**src/hw/rtl/assert_macros.svh**
```systemverilog
// Assertion macros for the RTL modules (included by the top level).
`ifndef ASSERT_MACROS_SVH
`define ASSERT_MACROS_SVH
`ifndef SYNTHESIS
`define ASSERT_ALWAYS(lbl, clk, rstn, prop, msg) \
    lbl: assert property (@(posedge clk) disable iff (!rstn) (prop)) else $error(msg);
`define ASSERT_IMPLY(lbl, clk, rstn, ante, cons, msg) \
    lbl: assert property (@(posedge clk) disable iff (!rstn) (ante) |-> (cons)) else $error(msg);
`else
`define ASSERT_ALWAYS(lbl, clk, rstn, prop, msg)
`define ASSERT_IMPLY(lbl, clk, rstn, ante, cons, msg)
`endif
`endif

```
**src/hw/rtl/thwb_ram.sv**
```systemverilog
// Generic single-write, single-read RAM with registered read data.
module thwb_ram #(
    parameter int WIDTH = 8,
    parameter int DEPTH = 32,
    parameter int AW    = (DEPTH > 1) ? $clog2(DEPTH) : 1
) (
    input  logic             i_clk,
    input  logic             i_we,
    input  logic [AW-1:0]    i_waddr,
    input  logic [WIDTH-1:0] i_wdata,
    input  logic [AW-1:0]    i_raddr,
    output logic [WIDTH-1:0] o_rdata
);
    logic [WIDTH-1:0] r_mem [DEPTH];
    logic [WIDTH-1:0] r_rdata;

    always_ff @(posedge i_clk) begin
        if (i_we) begin
            r_mem[i_waddr] <= i_wdata;
        end
        r_rdata <= r_mem[i_raddr];
    end

    assign o_rdata = r_rdata;
endmodule
```
**config.mk**
```make
export PLATFORM = sky130hd
export DESIGN_NAME = thwb_ram
export DESIGN_NICKNAME = d
export VERILOG_FILES = /design/src/hw/rtl/assert_macros.svh /design/src/hw/rtl/thwb_ram.sv
export SDC_FILE = /design/constraint.sdc
export NUM_CORES = 1
export LEC_CHECK = 0
export BUFFER_PORTS_ARGS = -buffer_cell sky130_fd_sc_hd__buf_4
export CAP_MARGIN = 20
export CORE_AREA = 2 2 106 184
export CTS_BUF_LIST = sky130_fd_sc_hd__clkbuf_4 sky130_fd_sc_hd__clkbuf_8 sky130_fd_sc_hd__clkbuf_16
export CTS_CLUSTER_DIAMETER = 200
export CTS_CLUSTER_SIZE = 8
export DETAILED_ROUTE_END_ITERATION = 16
export DIE_AREA = 0 0 108 186
export PLACE_DENSITY = 0.73
export SKIP_LAST_GASP = 1
export SLEW_MARGIN = 20
export SYNTH_ARGS = -nofsm -noshare
export SYNTH_HDL_FRONTEND = slang
export SYNTH_SLANG_ARGS = --single-unit
```
**constraint.sdc**
```tcl
create_clock -name i_clk -period 2 [get_ports i_clk]
set_input_delay 0.1 -clock i_clk [delete_from_list [all_inputs] [get_ports i_clk]]
set_output_delay 0.1 -clock i_clk [all_outputs]
set_load 0.01 [all_outputs]
```
**Word-level counts from Yosys, hierarchy flattened**

Memories as Yosys holds them, arrays and structs flattened. A register that Yosys moved wholly into a read port is not among the register bits.
Cells that the tools add are included.

- RAM bits: 256
- Output and inout bits: 8
- Memories kept: 1
- Register bits after elaboration: 0

Memory list:

| memory | depth | bits a word | read ports | clocked after memory_dff | write ports | RTL line | RTL |
|---|---|---|---|---|---|---|---|
| r_mem | 32 | 8 | 1 | 1 | 1 | thwb_ram.sv:14 | `logic [WIDTH-1:0] r_mem [DEPTH];` |

- Muxes and demuxes: 2

Operators with widths:

| kind | count |
|---|---|
| $mux W1 | 2 |

**Depth between registers and ports, before layout**

- Depth in word-level cells: 2
- Gate-level depth with buffers: 5
- Gate-level depth less buffers: 3

**Least setup slack after synthesis**

No wires, ideal clock.

- Kind: input-to-reg
- From: in i_raddr[2]
- To: reg r_rdata[0], in the netlist o_rdata[0] (read register of r_mem)
- Stages on the path: 5
- Data required time: 1.879 ns
- Arrival time: 1.782 ns
- Path slack: 0.098 ns
- Cells stage by stage: clkbuf_1 clkbuf_1 mux4_2 mux4_2 mux2_2

RTL lines:

| item | RTL line | RTL |
|---|---|---|
| from (decl) | thwb_ram.sv:11 | `input logic [AW-1:0] i_raddr,` |
| to (decl) | thwb_ram.sv:15 | `logic [WIDTH-1:0] r_rdata;` |

==> metrics.md <==
| Metric | Value |
|---|---|
| Worst Tran Pin Value | 0.569 ns |
| Clock Power Share | 45.8% |
| CP Class | reg2reg |
| Top Ports | 28 |
| Fin. Hold Viols | 0 |
| Post-layout util | 64.2% |
| Net Sw Frac | 19.4% |
| Commonest non-fill, non-tap cell in the layout | edfxtp_1 |
| Vias in the first global route | 5025 |
| Setup Total Neg Slack | 0 ns |
| Top-area cell type share of the netlist area | 76.5% |
| Die area | 20100 um2 |
| Routed len/inst | 29.3 um |
| Drt pass-1 iters | 4 |
| Num CTS Buffers | 38 |
| Synthesized cell area | 10100 um2 |
| Finished Layout Cells | 758 |
| Initial Util | 54.1% |
| Setup WS post-layout | 0.179 ns |
| Largest net degree at the start of global routing | 33 |
| Worst Setup SP | r_mem[31][5] |
| Setup Viol. Count Final | 0 |
| Combinational Power Share | 5.1% |
| DRC | 0 |
| Worst hold slack | 0.0504 ns |
| CTS max path bufs | 3 |
| Leak | 3.90 nW |
| H-tree depth | 2 |
| Post-DP Area | 10800 um2 |
| Row cnt | 66 |
| Worst-skew pair later-pin latency | 0.49 ns |
| Design area | 11900 um2 |
| Worst slack, placed | -0.000343 ns |
| Antenna violations before repair | 0 |
| GP Congestion | 0.843 |
| Top cells by area, synth | edfxtp_1 (76%), mux4_2 (18%), dfxtp_1 (1.6%) |
| Chip height | 186 um |
| DP Wirelength | 14300 um |
| Post-Synthesis Mean Instance Area | 24.1 um2 |
| Seq pwr share | 49.1% |
| HP Class | in2reg |
| Rel. slew slack | 62.0% |
| Total power | 12.6 mW |
| Crit path to | o_rdata[5] |
| CP Launch Type | flip-flop |
| Internal cell power | 10.2 mW |
| Placed cells | 703 |
| Total wire length | 22200 um |
| Share of layout cells above drive strength 1 | 41.0% |
| Tmin final | 1.82 ns |
| Worst R2R Setup Slack | 0.18 ns |
| Buffers on Ports | 27 |
| Cell taking the most area after synthesis | edfxtp_1 |
| Num Clock Sinks | 264 |
| ANT nets after route | 0 |
| Synth Net Count | 437 |
| Commonest non-fill, non-tap cells in the layout | edfxtp_1 (256), mux4_2 (80), buf_4 (62) |
| RSZ-0062 raised after global routing | no |
| Grt ovf | 0 |
| NetSw | 2.45 mW |
| Setup Skew | 0.00874 ns |
| Ant. Diodes | 0 |
| CTS root buffer | clkbuf_16 |
| Clock transition at path regs | 0.05 ns |
| Final worst-path cycle share | 91.1% |
| Post-CTS setup buffers | 0 |
| PostCTS Resize Cnt | 0 |
| GRT Total Usage | 23.3% |
| Reg-to-Reg Start | r_mem[31][5] |
| Setup crit end kind | flip-flop |
| Worst endpoint required time | 2.38 ns |
| Worst VDD drop | 611 uV |
| Final net count | 526 |
| Multi-input gate area | 2100 um2 |
| Fmax | 0.549 GHz |
| Count of cell types in the netlist | 15 |
| PD cells | 1060 nW/um2 |
| Number of synthesis warnings | 0 |
| Vias per cell | 6.20 |
| Mapped Cells | 417 |
| CORE AREA | 18600 um2 |
| Crit-path max FO | 1 |
| Final Max Slew Viols | 0 |
| Fill count | 1221 |
| #FFs+latches synth | 264 |
| Crit path DAT | 2.20 ns |
| # hold bufs at CTS | 1 |
| Layout area overhead | 18.7% |
| RR Endpoint | o_rdata[5] |
| First DRT Iteration DRCs | 407 |
| FF+latch area | 7850 um2 |
| Max Cap Violations | 0 |
| Status | finished, final reports clean |
| Die Width | 108 um |
| R2R cell count | 3 |
| First-pass GRT wire length | 32700 um |
| Vias post-DR | 4696 |
| CTS tree | yes |
| Seq/Total Area, Yosys | 78.1% |
## Yosys cell counts (all sizes together)
cell type,number
or3b,3
edfxtp,256
mux2,8
or3,1
nand2,1
mux4,80
nor2,33
buf,14
nand3,2
nand3b,5
clkbuf,6
dfxtp,8
## metal layers
metal	GRT usage (%)	share of wire (%)	vias up
met5	0	0	-
met4	9.69	3.6	0
met2	43.5	58	203
li1	-	-	1941
met3	3.29	5.0	51
met1	26.4	33	2501
## power groups by stage
stage / registers, mW / logic, mW / clock network (mW)
floorplan: 6.30 / 0.328 / 0
global placement: 6.29 / 0.634 / 0
detailed placement: 6.29 / 0.648 / 0
CTS: 6.19 / 0.654 / 5.85
global route: 6.19 / 0.681 / 6.06
finish: 6.19 / 0.644 / 5.78
## registers in the layout, indices dropped and copies added (netlist names)
register and cells:
o_rdata 8, r_mem 256
## worst min path at each step
stage / from / end / slack, ns / cells past startpoint
2_1_floorplan: i_wdata[0] / r_mem[0][0] / 0.20 / 0
6_report: i_wdata[2] / r_mem[26][2] / 0.05 / 1
5_1_grt: i_wdata[5] / r_mem[27][5] / 0.05 / 1
4_1_cts: i_wdata[1] / r_mem[14][1] / 0.04 / 1
3_5_place_dp: i_raddr[3] / o_rdata[6] / 0.48 / 2
3_3_place_gp: i_raddr[3] / o_rdata[7] / 0.47 / 2
## cell families (layout without fill, tap and decap cells)
kind of cell	Yosys count	count (layout)	synth area share, %
buffers and inverters	20	123	1.06
multiplexers	88	88	18.8
flip-flops	264	264	78.1
AND/OR/NAND/NOR	45	45	2.07
## worst max-delay path, cell delays in order, from the launching register on
cell and delay (ns):
edfxtp_1 0.36, mux4_2 0.52, mux4_2 0.54, mux2_2 0.28
## layout make-up
cell class                 count  share of cell area (%)
clock buffer                  53                    9.06
clock inverter                 1                  0.0734
multi-input combinational    133                    17.6
sequential                   264                    65.8
tap                          238                    2.50
timing repair buffer          69                    4.99
(Power assumes the default switching activity.)
